--- config.mk ---
export PLATFORM = sky130hd
export DESIGN_NAME = host_link_message_deframer_core_flat
export DESIGN_NICKNAME = d
export VERILOG_FILES = /design/src/rtl/core/dfr_pkg.sv /design/src/rtl/core/dfr_channels.sv /design/src/rtl/core/host_link_message_deframer_core.sv /design/src/rtl/core/dfr_front.sv /design/src/rtl/core/dfr_queue.sv /design/src/rtl/core/dfr_back.sv /design/src/flat_wrapper.sv
export SDC_FILE = /design/constraint.sdc
export NUM_CORES = 1
export LEC_CHECK = 0
export BUFFER_PORTS_ARGS = -buffer_cell sky130_fd_sc_hd__buf_4
export CAP_MARGIN = 40
export CORE_MARGIN = 2
export CORE_UTILIZATION = 55
export CTS_CLUSTER_DIAMETER = 40
export DETAILED_ROUTE_END_ITERATION = 12
export GPL_TIMING_DRIVEN = 0
export HOLD_SLACK_MARGIN = 0.15
export PLACE_DENSITY = 0.76
export SETUP_SLACK_MARGIN = 0.2
export SLEW_MARGIN = 20
export SYNTH_ARGS = -nofsm -noshare
export SYNTH_HDL_FRONTEND = slang
export SYNTH_SLANG_ARGS = --single-unit
--- constraint.sdc ---
create_clock -name clock -period 4.4 [get_ports clock]
set_input_delay 0.22 -clock clock [delete_from_list [all_inputs] [get_ports clock]]
set_output_delay 0.22 -clock clock [all_outputs]
set_load 0.02 [all_outputs]
--- src/rtl/core/dfr_pkg.sv ---
// Shared types, constants and code tables for the host link message deframer.
`timescale 1ns / 1ps
`default_nettype none
package dfr_pkg;

   localparam int MAX_PAYLOAD = 60;
   localparam int CNT_W       = $clog2(MAX_PAYLOAD + 5);
   localparam int QUEUE_DEPTH = 2;
   localparam int QPTR_W      = $clog2(QUEUE_DEPTH);
   localparam int QCNT_W      = $clog2(QUEUE_DEPTH + 1);

   localparam logic [7:0]  TIMEOUT_RESET = 8'd10;
   localparam logic [15:0] STATUS_RESET  = 16'hffff;

   // Codes that touch the status registers or raise an action
   localparam logic [15:0] CODE_STARTUP    = 16'h0400;
   localparam logic [15:0] CODE_HF_RESET   = 16'h0401;
   localparam logic [15:0] CODE_GENERAL    = 16'h0406;
   localparam logic [15:0] CODE_PAIR_RSP   = 16'h0200;
   localparam logic [15:0] CODE_HF_IND     = 16'h0420;
   localparam logic [15:0] CODE_HF_RSP     = 16'h022b;
   localparam logic [15:0] CODE_SCO_IND    = 16'h0421;
   localparam logic [15:0] CODE_AUDIO_IND  = 16'h0440;
   localparam logic [15:0] CODE_AUDIO_RSP  = 16'h0244;
   localparam logic [15:0] GENERAL_PAIRING = 16'd2;

   localparam int N_IND = 14;
   localparam logic [15:0] IND_CODES [N_IND] = '{
      16'h0400, 16'h0401, 16'h0402, 16'h0403, 16'h0406, 16'h0407, 16'h0420,
      16'h0421, 16'h0422, 16'h0423, 16'h0427, 16'h0440, 16'h0441, 16'h0460
   };

   typedef enum logic [1:0] {
      EV_DONE     = 2'd0,
      EV_TIMEOUT  = 2'd1,
      EV_MISALIGN = 2'd2,
      EV_TOO_LONG = 2'd3
   } event_type;

   typedef enum logic [1:0] {
      CLASS_UNKNOWN    = 2'd0,
      CLASS_INDICATION = 2'd1,
      CLASS_RESPONSE   = 2'd2
   } class_type;

   typedef enum logic [1:0] {
      ACT_NONE    = 2'd0,
      ACT_STARTUP = 2'd1,
      ACT_PAIRING = 2'd2
   } action_type;

   // One framing event handed from the front end to the back end
   typedef struct packed {
      event_type   ev;
      logic [15:0] code;
      logic [15:0] len;
      logic [15:0] word;
   } frame_event_type;

   typedef struct packed {
      event_type          event_res;
      logic [15:0]        msg_code;
      logic [15:0]        msg_length;
      class_type          msg_class;
      logic [15:0]        first_word;
      action_type         action;
      logic signed [15:0] general_state;
      logic signed [15:0] handsfree_state;
      logic signed [15:0] audio_stream_state;
      logic signed [15:0] voice_link_state;
      logic               paired;
      logic               call_active;
   } result_type;

   typedef struct packed {
      logic push;
      logic pop;
      logic full;
      logic empty;
   } queue_ctl_type;

   function automatic class_type classify(input logic [15:0] code);
      logic hit;
      hit = 1'b0;
      for (int i = 0; i < N_IND; i++) begin
         if (IND_CODES[i] == code) begin
            hit = 1'b1;
         end
      end
      if (hit) begin
         return CLASS_INDICATION;
      end
      if ((code >= 16'h0200 && code <= 16'h0204) || (code >= 16'h0206 && code <= 16'h020f) ||
          (code >= 16'h0220 && code <= 16'h022b) || (code >= 16'h0240 && code <= 16'h0245) ||
          code == 16'h0260) begin
         return CLASS_RESPONSE;
      end
      return CLASS_UNKNOWN;
   endfunction

endpackage
`default_nettype wire

--- src/rtl/core/dfr_channels.sv ---
// Handshake channel interfaces for request, response and control write beats.
`timescale 1ns / 1ps
`default_nettype none
interface dfr_req_if;
   logic       valid;
   logic       ready;
   logic       kind;
   logic [7:0] rx_byte;
   modport source (output valid, kind, rx_byte, input ready);
   modport sink (input valid, kind, rx_byte, output ready);
endinterface

interface dfr_rsp_if;
   logic               valid;
   logic               ready;
   logic [1:0]         event_res;
   logic [15:0]        msg_code;
   logic [15:0]        msg_length;
   logic [1:0]         msg_class;
   logic [15:0]        first_word;
   logic [1:0]         action;
   logic signed [15:0] general_state;
   logic signed [15:0] handsfree_state;
   logic signed [15:0] audio_stream_state;
   logic signed [15:0] voice_link_state;
   logic               paired;
   logic               call_active;
   modport source (output valid, event_res, msg_code, msg_length, msg_class, first_word,
                   action, general_state, handsfree_state, audio_stream_state,
                   voice_link_state, paired, call_active, input ready);
   modport sink (input valid, event_res, msg_code, msg_length, msg_class, first_word,
                 action, general_state, handsfree_state, audio_stream_state,
                 voice_link_state, paired, call_active, output ready);
endinterface

interface dfr_csr_if;
   logic       valid;
   logic       ready;
   logic [7:0] timeout_ticks;
   modport source (output valid, timeout_ticks, input ready);
   modport sink (input valid, timeout_ticks, output ready);
endinterface
`default_nettype wire

--- src/rtl/core/host_link_message_deframer_core.sv ---
// Top level of the host link message deframer: front end, event queue, back end.
// A result reaches rsp_ch by way of the event queue, which registers the beat's
// framing event, and then the result register.
// Throughput: one request beat per cycle; request ready drops only while the
// two-entry event queue is full, which happens when the response side stalls.
// Reset (synchronous, active high) empties the queue and result register, clears the
// frame, and sets timeout_ticks to 10 and all four status registers to 0xffff.
`timescale 1ns / 1ps
`default_nettype none
module host_link_message_deframer_core (
   input wire logic  clock,
   input wire logic  reset,
   dfr_req_if.sink   req_ch,
   dfr_rsp_if.source rsp_ch,
   dfr_csr_if.sink   csr_ch
);

   logic [7:0]                timeout_ff, timeout_in;
   logic                      req_beat;
   logic                      push;
   logic                      pop;
   dfr_pkg::frame_event_type  push_data;
   dfr_pkg::frame_event_type  pop_data;
   dfr_pkg::queue_ctl_type    qctl;
   dfr_pkg::result_type       result;

   // Control register: writes are always taken
   assign csr_ch.ready = 1'b1;
   assign timeout_in   = csr_ch.valid ? csr_ch.timeout_ticks : timeout_ff;

   always_ff @(posedge clock) begin
      if (reset) begin
         timeout_ff <= dfr_pkg::TIMEOUT_RESET;
      end else begin
         timeout_ff <= timeout_in;
      end
   end

   // Hold off request beats only when the event queue has no room
   assign req_ch.ready = !qctl.full;
   assign req_beat     = req_ch.valid && req_ch.ready;

   dfr_front u_front (
      .clock         (clock),
      .reset         (reset),
      .beat          (req_beat),
      .kind          (req_ch.kind),
      .rx_byte       (req_ch.rx_byte),
      .timeout_ticks (timeout_ff),
      .push          (push),
      .push_data     (push_data)
   );

   dfr_queue u_queue (
      .clock     (clock),
      .reset     (reset),
      .push      (push),
      .push_data (push_data),
      .pop       (pop),
      .pop_data  (pop_data),
      .ctl       (qctl)
   );

   dfr_back u_back (
      .clock      (clock),
      .reset      (reset),
      .have_event (!qctl.empty),
      .ev_data    (pop_data),
      .pop        (pop),
      .out_valid  (rsp_ch.valid),
      .out_ready  (rsp_ch.ready),
      .out_data   (result)
   );

   // Drive the response payload from the result register
   assign rsp_ch.event_res          = result.event_res;
   assign rsp_ch.msg_code           = result.msg_code;
   assign rsp_ch.msg_length         = result.msg_length;
   assign rsp_ch.msg_class          = result.msg_class;
   assign rsp_ch.first_word         = result.first_word;
   assign rsp_ch.action             = result.action;
   assign rsp_ch.general_state      = result.general_state;
   assign rsp_ch.handsfree_state    = result.handsfree_state;
   assign rsp_ch.audio_stream_state = result.audio_stream_state;
   assign rsp_ch.voice_link_state   = result.voice_link_state;
   assign rsp_ch.paired             = result.paired;
   assign rsp_ch.call_active        = result.call_active;

endmodule
`default_nettype wire

--- src/rtl/core/dfr_front.sv ---
// Front end: frames link bytes, runs the partial-frame timer and emits framing events.
`timescale 1ns / 1ps
`default_nettype none
module dfr_front (
   input  wire logic                     clock,
   input  wire logic                     reset,
   input  wire logic                     beat,
   input  wire logic                     kind,
   input  wire logic [7:0]               rx_byte,
   input  wire logic [7:0]               timeout_ticks,
   output logic                          push,
   output dfr_pkg::frame_event_type      push_data
);

   logic [dfr_pkg::CNT_W-1:0] count_ff, count_in;
   logic [31:0]               hdr_ff, hdr_in;
   logic [15:0]               pfirst_ff, pfirst_in;
   logic                      misal_ff, misal_in;
   logic [7:0]                wait_ff, wait_in;

   logic [31:0]               hdr_new;
   logic [15:0]               pf_new;
   logic [dfr_pkg::CNT_W-1:0] frame_end;
   logic [dfr_pkg::CNT_W-1:0] count_inc;

   always_ff @(posedge clock) begin
      if (reset) begin
         count_ff  <= '0;
         hdr_ff    <= '0;
         pfirst_ff <= '0;
         misal_ff  <= 1'b0;
         wait_ff   <= '0;
      end else begin
         count_ff  <= count_in;
         hdr_ff    <= hdr_in;
         pfirst_ff <= pfirst_in;
         misal_ff  <= misal_in;
         wait_ff   <= wait_in;
      end
   end

   // Length is known to be within the buffer once the payload phase runs
   assign frame_end = dfr_pkg::CNT_W'(hdr_ff[31:16]) + dfr_pkg::CNT_W'(4);
   assign count_inc = count_ff + dfr_pkg::CNT_W'(1);

   always_comb begin
      hdr_new = hdr_ff;
      unique case (count_ff[1:0])
         2'd0:    hdr_new[7:0]   = rx_byte;
         2'd1:    hdr_new[15:8]  = rx_byte;
         2'd2:    hdr_new[23:16] = rx_byte;
         default: hdr_new[31:24] = rx_byte;
      endcase
      pf_new = pfirst_ff;
      if (count_ff == dfr_pkg::CNT_W'(4)) begin
         pf_new[7:0] = rx_byte;
      end else if (count_ff == dfr_pkg::CNT_W'(5)) begin
         pf_new[15:8] = rx_byte;
      end
   end

   always_comb begin
      count_in  = count_ff;
      hdr_in    = hdr_ff;
      pfirst_in = pfirst_ff;
      misal_in  = misal_ff;
      wait_in   = wait_ff;
      push      = 1'b0;
      push_data = '0;
      if (beat) begin
         if (kind) begin
            // Timer tick: only counts while a frame is partly received
            if (count_ff != '0) begin
               if (wait_ff >= timeout_ticks) begin
                  count_in     = '0;
                  hdr_in       = '0;
                  pfirst_in    = '0;
                  wait_in      = '0;
                  misal_in     = 1'b0;
                  push         = 1'b1;
                  push_data.ev = dfr_pkg::EV_TIMEOUT;
               end else begin
                  wait_in = wait_ff + 8'd1;
               end
            end
         end else if (count_ff < dfr_pkg::CNT_W'(4)) begin
            hdr_in   = hdr_new;
            count_in = count_inc;
            if (count_ff == dfr_pkg::CNT_W'(3)) begin
               push_data.code = hdr_new[15:0];
               push_data.len  = hdr_new[31:16];
               priority if (misal_ff) begin
                  push_data.ev = dfr_pkg::EV_MISALIGN;
                  push         = 1'b1;
                  misal_in     = 1'b0;
               end else if (hdr_new[31:16] > 16'(dfr_pkg::MAX_PAYLOAD)) begin
                  push_data.ev = dfr_pkg::EV_TOO_LONG;
                  push         = 1'b1;
               end else if (hdr_new[31:16] == 16'd0) begin
                  push_data.ev = dfr_pkg::EV_DONE;
                  push         = 1'b1;
                  misal_in     = 1'b0;
               end else begin
                  // Header accepted: advance into the payload
                  push = 1'b0;
               end
               if (push) begin
                  count_in  = '0;
                  hdr_in    = '0;
                  pfirst_in = '0;
                  wait_in   = '0;
               end
            end
         end else begin
            pfirst_in = pf_new;
            count_in  = count_inc;
            if (count_inc == frame_end) begin
               push           = 1'b1;
               push_data.ev   = dfr_pkg::EV_DONE;
               push_data.code = hdr_ff[15:0];
               push_data.len  = hdr_ff[31:16];
               push_data.word = (hdr_ff[31:16] >= 16'd2) ? pf_new : 16'd0;
               misal_in       = hdr_ff[16];
               count_in       = '0;
               hdr_in         = '0;
               pfirst_in      = '0;
               wait_in        = '0;
            end
         end
      end
   end

endmodule
`default_nettype wire

--- src/rtl/core/dfr_queue.sv ---
// Short event queue between the framing front end and the status back end.
`timescale 1ns / 1ps
`default_nettype none
module dfr_queue (
   input  wire logic                      clock,
   input  wire logic                      reset,
   input  wire logic                      push,
   input  wire dfr_pkg::frame_event_type  push_data,
   input  wire logic                      pop,
   output dfr_pkg::frame_event_type       pop_data,
   output dfr_pkg::queue_ctl_type         ctl
);

   dfr_pkg::frame_event_type mem [dfr_pkg::QUEUE_DEPTH];

   logic [dfr_pkg::QPTR_W-1:0] wr_ff, wr_in;
   logic [dfr_pkg::QPTR_W-1:0] rd_ff, rd_in;
   logic [dfr_pkg::QCNT_W-1:0] cnt_ff, cnt_in;

   always_ff @(posedge clock) begin
      if (reset) begin
         wr_ff  <= '0;
         rd_ff  <= '0;
         cnt_ff <= '0;
      end else begin
         wr_ff  <= wr_in;
         rd_ff  <= rd_in;
         cnt_ff <= cnt_in;
      end
   end

   always_ff @(posedge clock) begin
      if (push) begin
         mem[wr_ff] <= push_data;
      end
   end

   always_comb begin
      wr_in  = push ? wr_ff + dfr_pkg::QPTR_W'(1) : wr_ff;
      rd_in  = pop ? rd_ff + dfr_pkg::QPTR_W'(1) : rd_ff;
      cnt_in = cnt_ff;
      if (push && !pop) begin
         cnt_in = cnt_ff + dfr_pkg::QCNT_W'(1);
      end else if (pop && !push) begin
         cnt_in = cnt_ff - dfr_pkg::QCNT_W'(1);
      end
   end

   assign pop_data  = mem[rd_ff];
   assign ctl.push  = push;
   assign ctl.pop   = pop;
   assign ctl.full  = (cnt_ff == dfr_pkg::QCNT_W'(dfr_pkg::QUEUE_DEPTH));
   assign ctl.empty = (cnt_ff == '0);

   a_no_overflow : assert property (@(posedge clock) disable iff (reset)
      push |-> !ctl.full)
      else $error("event queue written while full");

   a_no_underflow : assert property (@(posedge clock) disable iff (reset)
      pop |-> !ctl.empty)
      else $error("event queue read while empty");

   a_count_bound : assert property (@(posedge clock) disable iff (reset)
      cnt_ff <= dfr_pkg::QCNT_W'(dfr_pkg::QUEUE_DEPTH))
      else $error("event queue count out of range");

   a_push_counts : assert property (@(posedge clock) disable iff (reset)
      (push && !pop) |=> (cnt_ff == $past(cnt_ff) + dfr_pkg::QCNT_W'(1)))
      else $error("event queue count missed a write");

endmodule
`default_nettype wire

--- src/rtl/core/dfr_back.sv ---
// Back end: classes codes, updates status registers and holds the result register.
`timescale 1ns / 1ps
`default_nettype none
module dfr_back (
   input  wire logic                      clock,
   input  wire logic                      reset,
   input  wire logic                      have_event,
   input  wire dfr_pkg::frame_event_type  ev_data,
   output logic                          pop,
   output logic                          out_valid,
   input  wire logic                      out_ready,
   output dfr_pkg::result_type           out_data
);

   logic [15:0] gen_ff, gen_in;
   logic [15:0] hf_ff, hf_in;
   logic [15:0] a2_ff, a2_in;
   logic [15:0] sco_ff, sco_in;
   logic        valid_ff, valid_in;
   dfr_pkg::result_type res_ff, res_in;
   dfr_pkg::action_type act;
   logic        done;

   assign pop      = have_event && (!valid_ff || out_ready);
   assign valid_in = pop || (valid_ff && !out_ready);
   assign done     = (ev_data.ev == dfr_pkg::EV_DONE);

   always_ff @(posedge clock) begin
      if (reset) begin
         gen_ff   <= dfr_pkg::STATUS_RESET;
         hf_ff    <= dfr_pkg::STATUS_RESET;
         a2_ff    <= dfr_pkg::STATUS_RESET;
         sco_ff   <= dfr_pkg::STATUS_RESET;
         valid_ff <= 1'b0;
      end else begin
         gen_ff   <= gen_in;
         hf_ff    <= hf_in;
         a2_ff    <= a2_in;
         sco_ff   <= sco_in;
         valid_ff <= valid_in;
      end
   end

   always_ff @(posedge clock) begin
      if (pop) begin
         res_ff <= res_in;
      end
   end

   // Status updates and action requests for a completed message
   always_comb begin
      gen_in = gen_ff;
      hf_in  = hf_ff;
      a2_in  = a2_ff;
      sco_in = sco_ff;
      act    = dfr_pkg::ACT_NONE;
      if (pop && done) begin
         unique case (ev_data.code)
            dfr_pkg::CODE_STARTUP:  act = dfr_pkg::ACT_STARTUP;
            dfr_pkg::CODE_HF_RESET: hf_in = 16'd0;
            dfr_pkg::CODE_GENERAL: begin
               gen_in = ev_data.word;
               if (ev_data.word == dfr_pkg::GENERAL_PAIRING) begin
                  act = dfr_pkg::ACT_PAIRING;
               end
            end
            dfr_pkg::CODE_PAIR_RSP:  act = dfr_pkg::ACT_PAIRING;
            dfr_pkg::CODE_HF_IND,
            dfr_pkg::CODE_HF_RSP:    hf_in = ev_data.word;
            dfr_pkg::CODE_SCO_IND:   sco_in = ev_data.word;
            dfr_pkg::CODE_AUDIO_IND,
            dfr_pkg::CODE_AUDIO_RSP: a2_in = ev_data.word;
            default: ;
         endcase
      end
   end

   always_comb begin
      res_in.event_res          = ev_data.ev;
      res_in.msg_code           = ev_data.code;
      res_in.msg_length         = ev_data.len;
      res_in.msg_class          = done ? dfr_pkg::classify(ev_data.code)
                                       : dfr_pkg::CLASS_UNKNOWN;
      res_in.first_word         = ev_data.word;
      res_in.action             = act;
      res_in.general_state      = $signed(gen_in);
      res_in.handsfree_state    = $signed(hf_in);
      res_in.audio_stream_state = $signed(a2_in);
      res_in.voice_link_state   = $signed(sco_in);
      res_in.paired             = ($signed(gen_in) > 16'sd2) || ($signed(a2_in) > 16'sd0);
      res_in.call_active        = (sco_in == 16'd1);
   end

   assign out_valid = valid_ff;
   assign out_data  = res_ff;

endmodule
`default_nettype wire

--- src/flat_wrapper.sv ---
// flat-port wrapper written by rule: the top's interface ports become plain ports
module host_link_message_deframer_core_flat 
  (clock, reset, req_ch_valid, req_ch_kind, req_ch_rx_byte, req_ch_ready, rsp_ch_valid, rsp_ch_event_res, rsp_ch_msg_code, rsp_ch_msg_length, rsp_ch_msg_class, rsp_ch_first_word, rsp_ch_action, rsp_ch_general_state, rsp_ch_handsfree_state, rsp_ch_audio_stream_state, rsp_ch_voice_link_state, rsp_ch_paired, rsp_ch_call_active, rsp_ch_ready, csr_ch_valid, csr_ch_timeout_ticks, csr_ch_ready);
  dfr_req_if req_ch_i ();
  dfr_rsp_if rsp_ch_i ();
  dfr_csr_if csr_ch_i ();
  input wire logic clock;
  input wire logic reset;
  input wire logic [$bits(req_ch_i.valid)-1:0] req_ch_valid;
  input wire logic [$bits(req_ch_i.kind)-1:0] req_ch_kind;
  input wire logic [$bits(req_ch_i.rx_byte)-1:0] req_ch_rx_byte;
  output wire logic [$bits(req_ch_i.ready)-1:0] req_ch_ready;
  output wire logic [$bits(rsp_ch_i.valid)-1:0] rsp_ch_valid;
  output wire logic [$bits(rsp_ch_i.event_res)-1:0] rsp_ch_event_res;
  output wire logic [$bits(rsp_ch_i.msg_code)-1:0] rsp_ch_msg_code;
  output wire logic [$bits(rsp_ch_i.msg_length)-1:0] rsp_ch_msg_length;
  output wire logic [$bits(rsp_ch_i.msg_class)-1:0] rsp_ch_msg_class;
  output wire logic [$bits(rsp_ch_i.first_word)-1:0] rsp_ch_first_word;
  output wire logic [$bits(rsp_ch_i.action)-1:0] rsp_ch_action;
  output wire logic [$bits(rsp_ch_i.general_state)-1:0] rsp_ch_general_state;
  output wire logic [$bits(rsp_ch_i.handsfree_state)-1:0] rsp_ch_handsfree_state;
  output wire logic [$bits(rsp_ch_i.audio_stream_state)-1:0] rsp_ch_audio_stream_state;
  output wire logic [$bits(rsp_ch_i.voice_link_state)-1:0] rsp_ch_voice_link_state;
  output wire logic [$bits(rsp_ch_i.paired)-1:0] rsp_ch_paired;
  output wire logic [$bits(rsp_ch_i.call_active)-1:0] rsp_ch_call_active;
  input wire logic [$bits(rsp_ch_i.ready)-1:0] rsp_ch_ready;
  input wire logic [$bits(csr_ch_i.valid)-1:0] csr_ch_valid;
  input wire logic [$bits(csr_ch_i.timeout_ticks)-1:0] csr_ch_timeout_ticks;
  output wire logic [$bits(csr_ch_i.ready)-1:0] csr_ch_ready;
  assign req_ch_i.valid = req_ch_valid;
  assign req_ch_i.kind = req_ch_kind;
  assign req_ch_i.rx_byte = req_ch_rx_byte;
  assign req_ch_ready = req_ch_i.ready;
  assign rsp_ch_valid = rsp_ch_i.valid;
  assign rsp_ch_event_res = rsp_ch_i.event_res;
  assign rsp_ch_msg_code = rsp_ch_i.msg_code;
  assign rsp_ch_msg_length = rsp_ch_i.msg_length;
  assign rsp_ch_msg_class = rsp_ch_i.msg_class;
  assign rsp_ch_first_word = rsp_ch_i.first_word;
  assign rsp_ch_action = rsp_ch_i.action;
  assign rsp_ch_general_state = rsp_ch_i.general_state;
  assign rsp_ch_handsfree_state = rsp_ch_i.handsfree_state;
  assign rsp_ch_audio_stream_state = rsp_ch_i.audio_stream_state;
  assign rsp_ch_voice_link_state = rsp_ch_i.voice_link_state;
  assign rsp_ch_paired = rsp_ch_i.paired;
  assign rsp_ch_call_active = rsp_ch_i.call_active;
  assign rsp_ch_i.ready = rsp_ch_ready;
  assign csr_ch_i.valid = csr_ch_valid;
  assign csr_ch_i.timeout_ticks = csr_ch_timeout_ticks;
  assign csr_ch_ready = csr_ch_i.ready;
  host_link_message_deframer_core u_core (.clock(clock), .reset(reset), .req_ch(req_ch_i), .rsp_ch(rsp_ch_i), .csr_ch(csr_ch_i));
endmodule
==> results by group <==
Status
  • Status: finished, final reports clean

Power and ir drop
  • Part of the power in registers: 0.448
  • Power Total: slightly above 9 mW
  • P_leak: 6.11 nW
  • Logic pwr share: 0.198
  • Clock power share: 0.354
  • Total internal power: 6.50 mW
  • NetSw: around 2.7 mW
  • Sw frac: 0.296
  • Worst VDD drop: 0.528 mV
  • PD cells: 520 nW/um2

Placement
  • Port buffer count: 132
  • Placed cells: 1654
  • Post-DP HPWL: 23900 um
  • Place WS: 413 ps
  • Placer Congestion: between 0.9 and 1
  • Placed Instance Area: 16300 um2

CTS
  • CTS buffer count: 42
  • H-tree levels: 2
  • CTS Root Buffer Type: clkbuf_16
  • Resized Gates After CTS: 0
  • CTS max path bufs: 3
  • Clock sink count: 362
  • Clk_lat worst skew: approximately 540 ps
  • Reg clk slew, reported paths: ~60 ps
  • CTS tree: done

Global routing
  • Vias in the first global route: 9950
  • First-pass GRT wire length: ~54000 um
  • Largest net degree at the start of global routing: 83
  • Gr ovfl total: 0
  • GRT Total Usage: 0.245
  • Initial antenna violation count: 0

Logic synthesis
  • Synth area leader: edfxtp_1
  • Ys Warns: 0
  • Yosys top cell area share: 0.445
  • Post-Synthesis Cells: 1177
  • Async SR Flop Fraction: 0
  • Number of synthesized flops with an enable pin: 220
  • Prevailing post-synth register cell: edfxtp_1
  • Flops & latches, synth: 362
  • Register area share after synthesis: 0.636
  • Mapped Avg Cell Area: 12.6 um2
  • Largest cells by area after synthesis: edfxtp_1, dfxtp_1, mux2_2, mux2i_1, a32o_1
  • Net count after synthesis: 1218
  • Area of the mapped netlist: around 15000 um2
  • Distinct cells, synth: 67

Final layout
  • Final instance area: 17800 um2
  • Fin util: 0.665
  • Share of cells above drive strength 1: 0.223
  • Multi-input logic area: 4900 um2
  • Non-Filler Instances: around 1700
  • Most frequent cells in the layout: edfxtp_1, dfxtp_1, buf_4
  • Commonest non-fill, non-tap cell in the layout: edfxtp_1
  • Area growth syn-to-layout: 19.6%
  • FILL cells: 1965
  • Register area: 9450 um2
  • Post-layout nets: 1408
  • ANT cells: 0

Timing
  • Setup-failing EPs final: 0
  • RSZ-0062 raised after global routing: no
  • Hold slack: 202 ps
  • Tcrit/Tclk final: 0.901
  • Fmax: around 250 MHz
  • Period minus WS final: roughly 4000 ps
  • Slew headroom: 0.474
  • Final Worst Setup Slack: 438 ps
  • Final Max Tran Viols: 0
  • Final hold viol count: 0
  • TNS Setup: 0 ps
  • Worst-Margin Slew: 768 ps
  • Clk_skew: around 24 ps

Critical path
  • Max incr delay on CP: 600 ps
  • Reg2Reg Launch Point: u_core.u_front.count_ff[1]$_SDFFE_PP0P_
  • Setup crit start kind: flip-flop
  • Critical Path, Cell by Cell: ha_1 -> and3_1 -> buf_2 -> nand3_1 -> or3b_1 -> a2111oi_4 -> a211oi_1 -> clkbuf_2 -> or3_1 -> inv_2 -> buf_12
  • R2R Path End: u_core.u_queue.mem[0][40]$_DFFE_PP_
  • R2r setup slk: 440 ps
  • Crit-path max FO: 34
  • FF-to-FF path depth: 11
  • CP arrival: 4180 ps
  • Worst EP required: ~4600 ps
  • Crit-path slowest cell: a2111oi_4
  • Worst Setup End Kind: flip-flop
  • Crit path kind: flip-flop to flip-flop

Drt
  • Drt drc: 0
  • Post-Route WL: about 35000 um
  • Vias/cell: 5.95
  • Post-route ant nets: 0
  • Vias: 10400
  • DR WL/cell: ~20 um
  • Starting DRC count in detailed routing: 973
  • DRT Pass-1 Iters: 5

Die
  • Die Span Y: 168 um
  • Core Region: 26700 um2
  • Die Wd: 168 um
  • Number of cell rows: 60
  • # IOs: 145
  • Initial Util: 0.556
  • DIE AREA: 28300 um2

Min path
  • Hold WC Path Type: input port to flip-flop
  • Hold endpoint: u_core.timeout_ff[3]$_SDFFE_PP1P_
  • Hold Startpoint: csr_ch_valid
  • Worst hold path depth: 3

Run
  • Max Cap Viol: 0
[synth_stat cells, drive strengths merged (6+ instances only)]
cell type / count
or3: 10
a211oi: 6
clkbuf: 58
o22ai: 22
xnor2: 9
nor3: 27
and3: 9
nand3: 26
dfxtp: 142
buf: 14
a32o: 29
mux2i: 30
nor4: 16
a22o: 19
nor2b: 7
or2: 18
a21oi: 41
a22oi: 6
a221o: 17
nand2b: 41
nor2: 62
a31oi: 7
a211o: 7
nand4: 14
edfxtp: 220
and2: 6
o21ai: 27
mux2: 69
xor2: 7
ha: 19
nand2: 61
o2bb2ai: 20
inv: 60
[sequential cells by signal, indices dropped and copies added (netlist names), named ones only]
register	count
u_core.timeout_ff	8
u_core.u_back.a2_ff	16
u_core.u_back.gen_ff	16
u_core.u_back.hf_ff	16
u_core.u_back.out_data	120
u_core.u_back.out_valid	1
u_core.u_back.sco_ff	16
u_core.u_front.count_ff	7
u_core.u_front.hdr_ff	32
u_core.u_front.misal_ff	1
u_core.u_front.pfirst_ff	16
u_core.u_front.wait_ff	8
u_core.u_queue.cnt_ff	2
u_core.u_queue.mem	100
u_core.u_queue.rd_ff	1
u_core.u_queue.wr_ff	1
[cells by family after synthesis]
family / count (synthesis) / share of synthesized area
compound gates: 237 / 0.123
simple gates: 311 / 0.108
flops: 362 / 0.636
buf+inv: 132 / 0.0342
xor+xnor: 16 / 0.00944
fa+ha+maj: 19 / 0.0160
other cells: 1 / 0.000253
mux: 99 / 0.0725
[worst max path at each step]
stage	end	from	cells past startpoint
floorplan	u_core.u_queue.mem[1][0]$_DFFE_PP_	u_core.u_front.count_ff[1]$_SDFFE_PP0P_	9
global placement	u_core.u_queue.mem[1][47]$_DFFE_PP_	u_core.u_front.count_ff[1]$_SDFFE_PP0P_	9
detailed placement	u_core.u_queue.mem[0][43]$_DFFE_PP_	u_core.u_front.count_ff[1]$_SDFFE_PP0P_	10
CTS	u_core.u_queue.mem[0][40]$_DFFE_PP_	u_core.u_front.count_ff[1]$_SDFFE_PP0P_	10
global route	u_core.u_queue.mem[0][40]$_DFFE_PP_	u_core.u_front.count_ff[1]$_SDFFE_PP0P_	11
finish	u_core.u_queue.mem[0][40]$_DFFE_PP_	u_core.u_front.count_ff[1]$_SDFFE_PP0P_	11
[worst max-delay path: cells and delay by family (launching register included)]
kind / cells / cell delay, ps
compound gates: 2 / 820
simple gates: 4 / 1070
buf+inv: 4 / 1010
flops: 1 / 480
fa+ha+maj: 1 / 250
[cell type report]
class                      instances  share of cell area
buffer                            72              0.0159
clock buffer                      50              0.0626
clock inverter                    28              0.0127
inverter                          60              0.0130
multi-input combinational        683               0.276
sequential                       362               0.532
tap                              341              0.0240
timing repair buffer             146              0.0644
[layer usage]
layer  GRT usage  vias up  part of all wire
met3      0.0527       77             0.081
met5           0        -                 0
met4      0.0888        0             0.025
li1            -     4808                 -
met1       0.328     5022              0.42
met2       0.396      451              0.47
[timing repair]
action	in CTS	in global routing
hold buffers	9	0
endpoints found under the hold margin	9	0
setup endpoints to repair	0	34
buffers inserted	0	0
[power groups by stage]
stage	Combinational (mW)	Clock (mW)	Sequential, mW
final	1.83	3.27	4.14
after global routing	1.95	3.45	4.17
after CTS	1.83	3.31	4.15
after detailed placement	1.82	0	4.22
after global placement	1.69	0	4.29
after floorplan	0.800	0	4.54
Note: power is estimated with default switching activity, not from simulation.
